$ cat config.mk
export PLATFORM = sky130hd
export DESIGN_NAME = mbr_partition_table_parser
export DESIGN_NICKNAME = d
export VERILOG_FILES = /design/src/hw/rtl/mbrp_pkg.sv /design/src/hw/rtl/mbrp_datapath.sv /design/src/hw/rtl/mbrp_ctrl.sv /design/src/hw/rtl/mbr_partition_table_parser.sv
export SDC_FILE = /design/constraint.sdc
export NUM_CORES = 1
export LEC_CHECK = 0
export BUFFER_PORTS_ARGS = -buffer_cell sky130_fd_sc_hd__buf_2
export CELL_PAD_IN_SITES_DETAIL_PLACEMENT = 0
export CELL_PAD_IN_SITES_GLOBAL_PLACEMENT = 1
export CORE_ASPECT_RATIO = 0.7
export CORE_UTILIZATION = 56
export CTS_CLUSTER_DIAMETER = 150
export DETAILED_ROUTE_END_ITERATION = 10
export GPL_TIMING_DRIVEN = 0
export PLACE_DENSITY = 0.92
export SYNTH_ARGS = -nofsm -noshare
export SYNTH_HDL_FRONTEND = slang
export SYNTH_HIERARCHICAL = 1
export SYNTH_SLANG_ARGS = --single-unit
$ cat constraint.sdc
create_clock -name clk -period 9.19 [get_ports clk]
set_clock_uncertainty 0.05 [all_clocks]
set_input_delay 0.919 -clock clk [delete_from_list [all_inputs] [get_ports clk]]
set_output_delay 0.919 -clock clk [all_outputs]
set_load 0.02 [all_outputs]
$ cat src/hw/rtl/mbrp_pkg.sv
// Shared types and constants for the MBR partition table parser.
// Holds the channel item structs and the controller/datapath command and status.
// No dependencies.
package mbrp_pkg;

  // Sector layout
  localparam int unsigned MBRP_ENTRY_COUNT = 4;
  localparam int unsigned MBRP_ENTRY_BYTES = 16;
  localparam logic [8:0]  MBRP_TABLE_BASE  = 9'd446;
  localparam logic [8:0]  MBRP_SIG_POS     = 9'd510;
  localparam logic [8:0]  MBRP_LAST_POS    = 9'd511;
  localparam logic [7:0]  MBRP_SIG_LOW     = 8'h55;
  localparam logic [7:0]  MBRP_SIG_HIGH    = 8'hAA;

  // Entry field offsets within a 16-byte table entry
  localparam logic [3:0]  MBRP_OFF_BOOT    = 4'd0;
  localparam logic [3:0]  MBRP_OFF_TYPE    = 4'd4;
  localparam logic [3:0]  MBRP_OFF_START   = 4'd8;
  localparam logic [3:0]  MBRP_OFF_COUNT   = 4'd12;

  // One input item
  typedef struct packed {
    logic [7:0] sector_byte;
    logic       sector_restart;
  } mbrp_in_t;

  // One result item
  typedef struct packed {
    logic        signature_valid;
    logic [1:0]  entry_index;
    logic        entry_present;
    logic [7:0]  boot_flag;
    logic [7:0]  partition_type;
    logic [31:0] first_sector;
    logic [31:0] sector_total;
    logic        last_result;
  } mbrp_out_t;

  // Stored table entry
  typedef struct packed {
    logic [7:0]  boot;
    logic [7:0]  ptype;
    logic [31:0] start;
    logic [31:0] count;
  } mbrp_entry_t;

  // Controller to datapath
  typedef struct packed {
    logic       take_byte;
    logic       load_bad;
    logic       load_entry;
    logic [1:0] entry_sel;
    logic       last;
  } mbrp_cmd_t;

  // Datapath to controller
  typedef struct packed {
    logic at_last_byte;
    logic sig_ok;
    logic out_busy;
  } mbrp_status_t;

endpackage

$ cat src/hw/rtl/mbrp_datapath.sv
// Datapath of the MBR parser: byte position, table entry store, signature
// byte and the result output register. Depends on mbrp_pkg.
module mbrp_datapath #(
  parameter int unsigned ENTRY_COUNT = mbrp_pkg::MBRP_ENTRY_COUNT
) (
  input  logic                  clk,
  input  logic                  rst,
  input  mbrp_pkg::mbrp_in_t    byte_item,
  input  mbrp_pkg::mbrp_cmd_t   cmd,
  output mbrp_pkg::mbrp_status_t status,
  output logic                  result_valid,
  input  logic                  result_stall,
  output mbrp_pkg::mbrp_out_t   result_item
);
  import mbrp_pkg::*;

  localparam int unsigned IDX_W     = (ENTRY_COUNT > 1) ? $clog2(ENTRY_COUNT) : 1;
  localparam int unsigned TABLE_END = 446 + MBRP_ENTRY_BYTES * ENTRY_COUNT;

  logic [8:0]  byte_position;
  logic [7:0]  signature_low_byte;
  mbrp_entry_t entry_store [ENTRY_COUNT];

  logic [8:0]       pos_cur;
  logic [8:0]       rel;
  logic [8:0]       rel_entry;
  logic [8:0]       rel_off;
  logic [3:0]       off;
  logic [IDX_W-1:0] wr_idx;
  logic             in_table;
  logic [1:0]       lane;
  mbrp_entry_t      rd_entry;

  // Offset of the current byte, restart forces zero
  always_comb begin
    pos_cur   = byte_item.sector_restart ? 9'd0 : byte_position;
    rel       = pos_cur - MBRP_TABLE_BASE;
    rel_entry = rel / 9'(MBRP_ENTRY_BYTES);
    rel_off   = rel % 9'(MBRP_ENTRY_BYTES);
    off       = rel_off[3:0];
    wr_idx    = rel_entry[IDX_W-1:0];
    lane      = off[1:0];
    in_table  = (pos_cur >= MBRP_TABLE_BASE) && ({1'b0, pos_cur} < 10'(TABLE_END));
  end

  assign status.at_last_byte = (pos_cur == MBRP_LAST_POS);
  assign status.sig_ok       = (signature_low_byte == MBRP_SIG_LOW) &&
                               (byte_item.sector_byte == MBRP_SIG_HIGH);
  assign status.out_busy     = result_valid && result_stall;

  // Position and signature byte
  always_ff @(posedge clk) begin
    if (rst) begin
      byte_position      <= '0;
      signature_low_byte <= '0;
    end else if (cmd.take_byte) begin
      byte_position <= pos_cur + 9'd1;
      if (pos_cur == MBRP_SIG_POS) begin
        signature_low_byte <= byte_item.sector_byte;
      end
    end
  end

  // Table capture; CHS bytes are skipped
  always_ff @(posedge clk) begin
    if (cmd.take_byte && in_table) begin
      priority if (off == MBRP_OFF_BOOT) begin
        entry_store[wr_idx].boot <= byte_item.sector_byte;
      end else if (off == MBRP_OFF_TYPE) begin
        entry_store[wr_idx].ptype <= byte_item.sector_byte;
      end else if (off >= MBRP_OFF_COUNT) begin
        entry_store[wr_idx].count[lane*8 +: 8] <= byte_item.sector_byte;
      end else if (off >= MBRP_OFF_START) begin
        entry_store[wr_idx].start[lane*8 +: 8] <= byte_item.sector_byte;
      end
    end
  end

  assign rd_entry = entry_store[cmd.entry_sel[IDX_W-1:0]];

  // Output register
  always_ff @(posedge clk) begin
    if (rst) begin
      result_valid <= 1'b0;
    end else if (cmd.load_bad || cmd.load_entry) begin
      result_valid <= 1'b1;
    end else if (!result_stall) begin
      result_valid <= 1'b0;
    end
  end

  always_ff @(posedge clk) begin
    if (cmd.load_bad) begin
      result_item <= '{last_result: 1'b1, default: '0};
    end else if (cmd.load_entry) begin
      result_item.signature_valid <= 1'b1;
      result_item.entry_index     <= cmd.entry_sel;
      result_item.entry_present   <= (rd_entry.ptype != 8'd0) && (rd_entry.count != 32'd0);
      result_item.boot_flag       <= rd_entry.boot;
      result_item.partition_type  <= rd_entry.ptype;
      result_item.first_sector    <= rd_entry.start;
      result_item.sector_total    <= rd_entry.count;
      result_item.last_result     <= cmd.last;
    end
  end

endmodule

$ cat src/hw/rtl/mbrp_ctrl.sv
// Controller of the MBR parser: byte acceptance and sequencing of entry results.
// Depends on mbrp_pkg.
module mbrp_ctrl #(
  parameter int unsigned ENTRY_COUNT = mbrp_pkg::MBRP_ENTRY_COUNT
) (
  input  logic                   clk,
  input  logic                   rst,
  input  logic                   byte_valid,
  output logic                   byte_stall,
  input  mbrp_pkg::mbrp_status_t status,
  output mbrp_pkg::mbrp_cmd_t    cmd
);
  import mbrp_pkg::*;

  localparam int unsigned IDX_W = (ENTRY_COUNT > 1) ? $clog2(ENTRY_COUNT) : 1;
  localparam logic        ST_IDLE = 1'b0;
  localparam logic        ST_EMIT = 1'b1;

  logic             state;
  logic             state_next;
  logic [IDX_W-1:0] entry_cnt;
  logic [IDX_W-1:0] entry_cnt_next;
  logic             accept;
  logic             cnt_last;

  assign cnt_last = (entry_cnt == IDX_W'(ENTRY_COUNT - 1));
  assign accept   = byte_valid && !byte_stall;

  // Next state and commands
  always_comb begin
    state_next     = state;
    entry_cnt_next = entry_cnt;
    cmd            = '0;
    byte_stall     = 1'b1;
    unique case (state)
      ST_IDLE: begin
        // only the final byte needs the output register free
        byte_stall    = status.at_last_byte && status.out_busy;
        cmd.take_byte = accept;
        if (accept && status.at_last_byte) begin
          if (!status.sig_ok) begin
            cmd.load_bad = 1'b1;
          end else begin
            cmd.load_entry = 1'b1;
            cmd.entry_sel  = 2'd0;
            cmd.last       = (ENTRY_COUNT == 1);
            if (ENTRY_COUNT > 1) begin
              state_next     = ST_EMIT;
              entry_cnt_next = IDX_W'(1);
            end
          end
        end
      end
      ST_EMIT: begin
        if (!status.out_busy) begin
          cmd.load_entry = 1'b1;
          cmd.entry_sel  = 2'(entry_cnt);
          cmd.last       = cnt_last;
          entry_cnt_next = entry_cnt + IDX_W'(1);
          if (cnt_last) begin
            state_next = ST_IDLE;
          end
        end
      end
      default: begin
        state_next = ST_IDLE;
      end
    endcase
  end

  always_ff @(posedge clk) begin
    if (rst) begin
      state     <= ST_IDLE;
      entry_cnt <= '0;
    end else begin
      state     <= state_next;
      entry_cnt <= entry_cnt_next;
    end
  end

endmodule

$ cat src/hw/rtl/mbr_partition_table_parser.sv
// MBR partition table parser, top level.
// Bytes of a disk's first sector enter on the byte channel, one item per byte
// in sector order; sector_restart marks a byte as offset zero, and after
// offset 511 the position wraps to zero on its own.
// Table entries at offsets 446..509 and the signature at 510/511 are captured.
// On byte 511 the result channel gives ENTRY_COUNT entry items (index 0 first,
// last_result on the final one) if the signature is 0x55 0xAA, else one item
// with signature_valid clear.
// Throughput: one byte per cycle outside the stalls below. The first result is
// registered and appears in the cycle after byte 511 is taken; with a good
// signature the further entries follow one per cycle unless the receiver
// stalls, and the byte channel stalls until the controller has stepped through them.
// Byte 511 is also stalled while a previous result still waits in the output
// register; other bytes outside an entry run are taken even then. A stalled
// result item holds.
// Reset clears the byte position, the signature byte and the output valid;
// the entry store is not cleared, each entry is rewritten by every sector.
// Depends on mbrp_pkg, mbrp_ctrl and mbrp_datapath.
module mbr_partition_table_parser #(
  parameter int unsigned ENTRY_COUNT = mbrp_pkg::MBRP_ENTRY_COUNT
) (
  input  logic                clk,
  input  logic                rst,
  input  logic                byte_valid,
  output logic                byte_stall,
  input  mbrp_pkg::mbrp_in_t  byte_item,
  output logic                result_valid,
  input  logic                result_stall,
  output mbrp_pkg::mbrp_out_t result_item
);
  import mbrp_pkg::*;

  mbrp_cmd_t    cmd;
  mbrp_status_t status;

  mbrp_ctrl #(
    .ENTRY_COUNT(ENTRY_COUNT)
  ) u_ctrl (
    .clk       (clk),
    .rst       (rst),
    .byte_valid(byte_valid),
    .byte_stall(byte_stall),
    .status    (status),
    .cmd       (cmd)
  );

  mbrp_datapath #(
    .ENTRY_COUNT(ENTRY_COUNT)
  ) u_datapath (
    .clk         (clk),
    .rst         (rst),
    .byte_item   (byte_item),
    .cmd         (cmd),
    .status      (status),
    .result_valid(result_valid),
    .result_stall(result_stall),
    .result_item (result_item)
  );

endmodule

==> results_dict.tcl <==
set metrics [dict create \
    p_sw_frac 0.210 \
    worstSetupStartpointType "input port" \
    initial_core_util 0.572 \
    ant_nets 0 \
    path_max_fanout 10 \
    drt_iter0_drc 1016 \
    crit_top_cell "clkbuf_1" \
    cts.sinks 426 \
    hold_viol_final 0 \
    die_h_um 146 \
    grt_overflow_total 0 \
    pre_cts_ws_ns 2.88 \
    fin_area_mm2 0.0190 \
    synth_cell_types 52 \
    finalSetupViolations 0 \
    numCtsBuffers 39 \
    clkTransAtPathRegs_ns 0.06 \
    hold_class "flop to flop" \
    final_core_util 0.655 \
    slew_headroom 0.0593 \
    cts_tree "done" \
    dr.pass1.iters 6 \
    crit_buf_inv 6 \
    num_io_pins 100 \
    row_count 52 \
    vias 9562 \
    hpwl_um 25600 \
    synthToLayoutAreaGrowth_pct 14.6 \
    p_int_w 0.00315 \
    wl_met3_um 4390 \
    cts_resized 0 \
    max_freq_ghz 0.173 \
    status "finished, final reports clean" \
    critPathKind "input port to flop" \
    final_nets 1157 \
    wire_per_inst_um 25.3 \
    nFillCells 1943 \
    finalMaxSlewViolations 0 \
    cp.required_ns 9.29 \
    pwr-share-comb 0.043 \
    gp_congestion 0.886 \
    slowest_stage "nor3_1" \
    fin_ws_ns 3.42 \
    setup_tns_ns 0 \
    clk_latency_ns 0.54 \
    die-area_mm2 0.0303 \
    synthCells 990 \
    max-vdd-ir-drop_mv 0.125 \
    tightest_slew_ns 1.40 \
    ys_warn_count 6 \
    drcViolationCount 0 \
    place_area_mm2 0.0175 \
    routed_wl_um 39000 \
    worstHoldStart "u_datapath/result_item[81]" \
    grt_usage 0.261 \
    p_clk_frac 0.425 \
    p_sw_w 0.000834 \
    leakagePower_nw 6.58 \
    pwr-share-seq 0.533 \
    finalCritPeriodShare 0.627 \
    postCtsSetupBuffers 0 \
    synth_edf_count 320 \
    numPortBuffers 99 \
    synthFlopType "edfxtp_1" \
    period_minus_slack_ns 5.77 \
    rsz0062_at_grt "false" \
    wl_met2_um 17500 \
    cpPeakStageDelay_ns 1.11 \
    top_layer "met5" \
    n_antenna_cell 0 \
    cts_hold_buf 0 \
    worstHoldPathCells 2 \
    cts_max_level 2 \
    cp_cell_sequence "buf_2 > clkbuf_1 > clkbuf_1 > nand2b_1 > inv_1 > ha_1 > nand3_1 > nor2_1 > ha_1 > a21o_2 > nor2_1 > clkbuf_1 > nand2_1 > a211o_1 > buf_6 > nor3_1" \
    via_per_inst 6.20 \
    hold_path_end "u_datapath/result_item[81]" \
    rrSetupSlack_ns 4.39 \
    clk_path_buf_depth 3 \
    synth_seq_area_share 0.709 \
    grt_max_degree 18 \
    critPathArrivalTime_ns 5.86 \
    r2r_start "u_datapath/byte_position[0]" \
    cap_violations 0 \
    r2r_end "u_datapath/entry_store[1][77]" \
    critPathTopFamily "simple AND/OR/NAND/NOR gates" \
    pwr_density_cell_mw_per_mm2 210 \
    grt_pass1_vias 9353 \
    syn_nets 1013 \
    syn_area_mm2 0.0165 \
    die_w_um 207 \
    drt-met1-wl_um 15800 \
    crit_path_end_kind "flop" \
    coreArea_mm2 0.0290 \
    async_flop_share 0 \
    antenna_found_initial 2 \
    ys_ff_latch 426 \
    synth.avg_cell_area_um2 16.7 \
    drive_above_1_share 0.249 \
    grt_pass1_wl_um 57700 \
    cp.depth 16 \
    worstRegToRegCells 13 \
    cts_root_buffer "clkbuf_16" \
]
[metal layers]
metal,GRT usage,vias to the layer above
met5,0,-
li1,-,4085
met1,0.382,4793
met3,0.0576,99
met4,0.0910,4
met2,0.392,581
[cells by family (layout without fill, tap and decap cells)]
group / Yosys count / in the layout / synth area share
XOR/XNOR: 5 / 5 / 0.00265
flip-flops: 426 / 426 / 0.709
AND/OR/NAND/NOR: 283 / 283 / 0.0839
adder cells (fa/ha/maj): 10 / 10 / 0.00756
multiplexers: 172 / 172 / 0.165
buffers and inverters: 65 / 240 / 0.0195
AO/OA/AOI/OAI: 29 / 29 / 0.0121
[metrics by stage]
stage / instances / hold WS [ns] / total power, W
finish: 1543 / 0.401 / 0.00398
global placement: 1467 / 0.384 / 0.00232
floorplan: 990 / 0.402 / 0.00226
CTS: 1540 / 0.403 / 0.00400
detailed placement: 1468 / 0.391 / 0.00233
global route: 1543 / 0.443 / 0.00409
[registers in the layout, summed over array words and instances, names as in the netlist]
| signal | count |
|---|---|
| u_ctrl/entry_cnt | 2 |
| u_datapath/byte_position | 9 |
| u_datapath/result_valid | 1 |
| u_ctrl/state | 1 |
| u_datapath/signature_low_byte | 8 |
| u_datapath/result_item | 85 |
| u_datapath/entry_store | 320 |
[worst reg2reg max path, stage by stage (launching register included)]
cell and delay (ns):
dfxtp_1 0.36, nor2b_1 0.15, clkbuf_1 0.27, ha_1 0.33, nand3_1 0.10, nor2_1 0.05
ha_1 0.25, a21o_2 0.24, nor2_1 0.18, clkbuf_1 0.44, nand2_1 0.22, a211o_1 0.43
buf_6 0.21, nor3_1 1.11
[placed cells by master (no fill, tap or decap), drive strengths merged, types with 2 or more instances in the layout]
cell type and instances:
nor3b 4, dfxtp 106, a21oi 8, nand4 4, nor4 12, mux2i 92
nand2 24, inv 12, and3 4, edfxtp 320, nor3 43, nor2 134
a211o 3, nor2b 5, and2 8, ha 10, bufinv 4, and3b 2
a21o 2, or3 3, mux4 80, o211ai 4, nand3 19, xor2 4
buf 128, nand2b 14, clkbuf 89, clkinv 6, o21ai 5, and4b 2
[power by group through the flow]
stage	combinational (W)	sequential, W	clock (W)
floorplan	0.0000501	0.00221	0
finish	0.000169	0.00212	0.00169
CTS	0.000169	0.00212	0.00171
detailed placement	0.000167	0.00216	0
global placement	0.000161	0.00216	0
global route	0.000181	0.00212	0.00179
[cell usage after synthesis (all sizes together), types with 2 or more instances]
library cell    n  area (µm²)
edfxtp        320        9610
nor2          134         503
dfxtp         106        2120
mux2i          92         921
mux4           80        1820
nor3           43         245
clkbuf         29         109
buf            26         176
nand2          24        90.1
nand3          19         100
nand2b         14        87.6
nor4           12        90.1
ha             10         125
inv            10        37.5
a21oi           8        40.0
and2            8        50.1
nor2b           5        31.3
o21ai           5        25.0
and3            4        25.0
nand4           4        25.0
nor3b           4        30.0
o211ai          4        30.0
xor2            4        35.0
a211o           3        26.3
or3             3        18.8
a21o            2        16.3
and3b           2        18.8
and4b           2        23.8
[cell type report]
cell class,count,area (µm²),area share
flip-flops and latches,426,11700,0.619
well taps,378,473,0.0249
repair buffers,103,518,0.0273
multi-input cells,499,4560,0.241
plain buffers,55,285,0.0150
inverters,10,37.5,0.00198
clock inverters,13,190,0.0100
clock buffers,59,1160,0.0614
[how the worst max path moves through the flow]
stage	startpoint	endpoint	slack [ns]
2_1_floorplan	byte_item[0]	u_datapath/entry_store[1][72]	4.47
3_3_place_gp	byte_item[0]	u_datapath/entry_store[0][62]	2.92
3_5_place_dp	byte_item[0]	u_datapath/entry_store[3][4]	2.88
4_1_cts	byte_item[0]	u_datapath/entry_store[3][58]	3.39
5_1_grt	byte_item[0]	u_datapath/entry_store[1][73]	3.26
6_report	byte_item[0]	u_datapath/entry_store[1][77]	3.42
(Power assumes the default switching activity.)
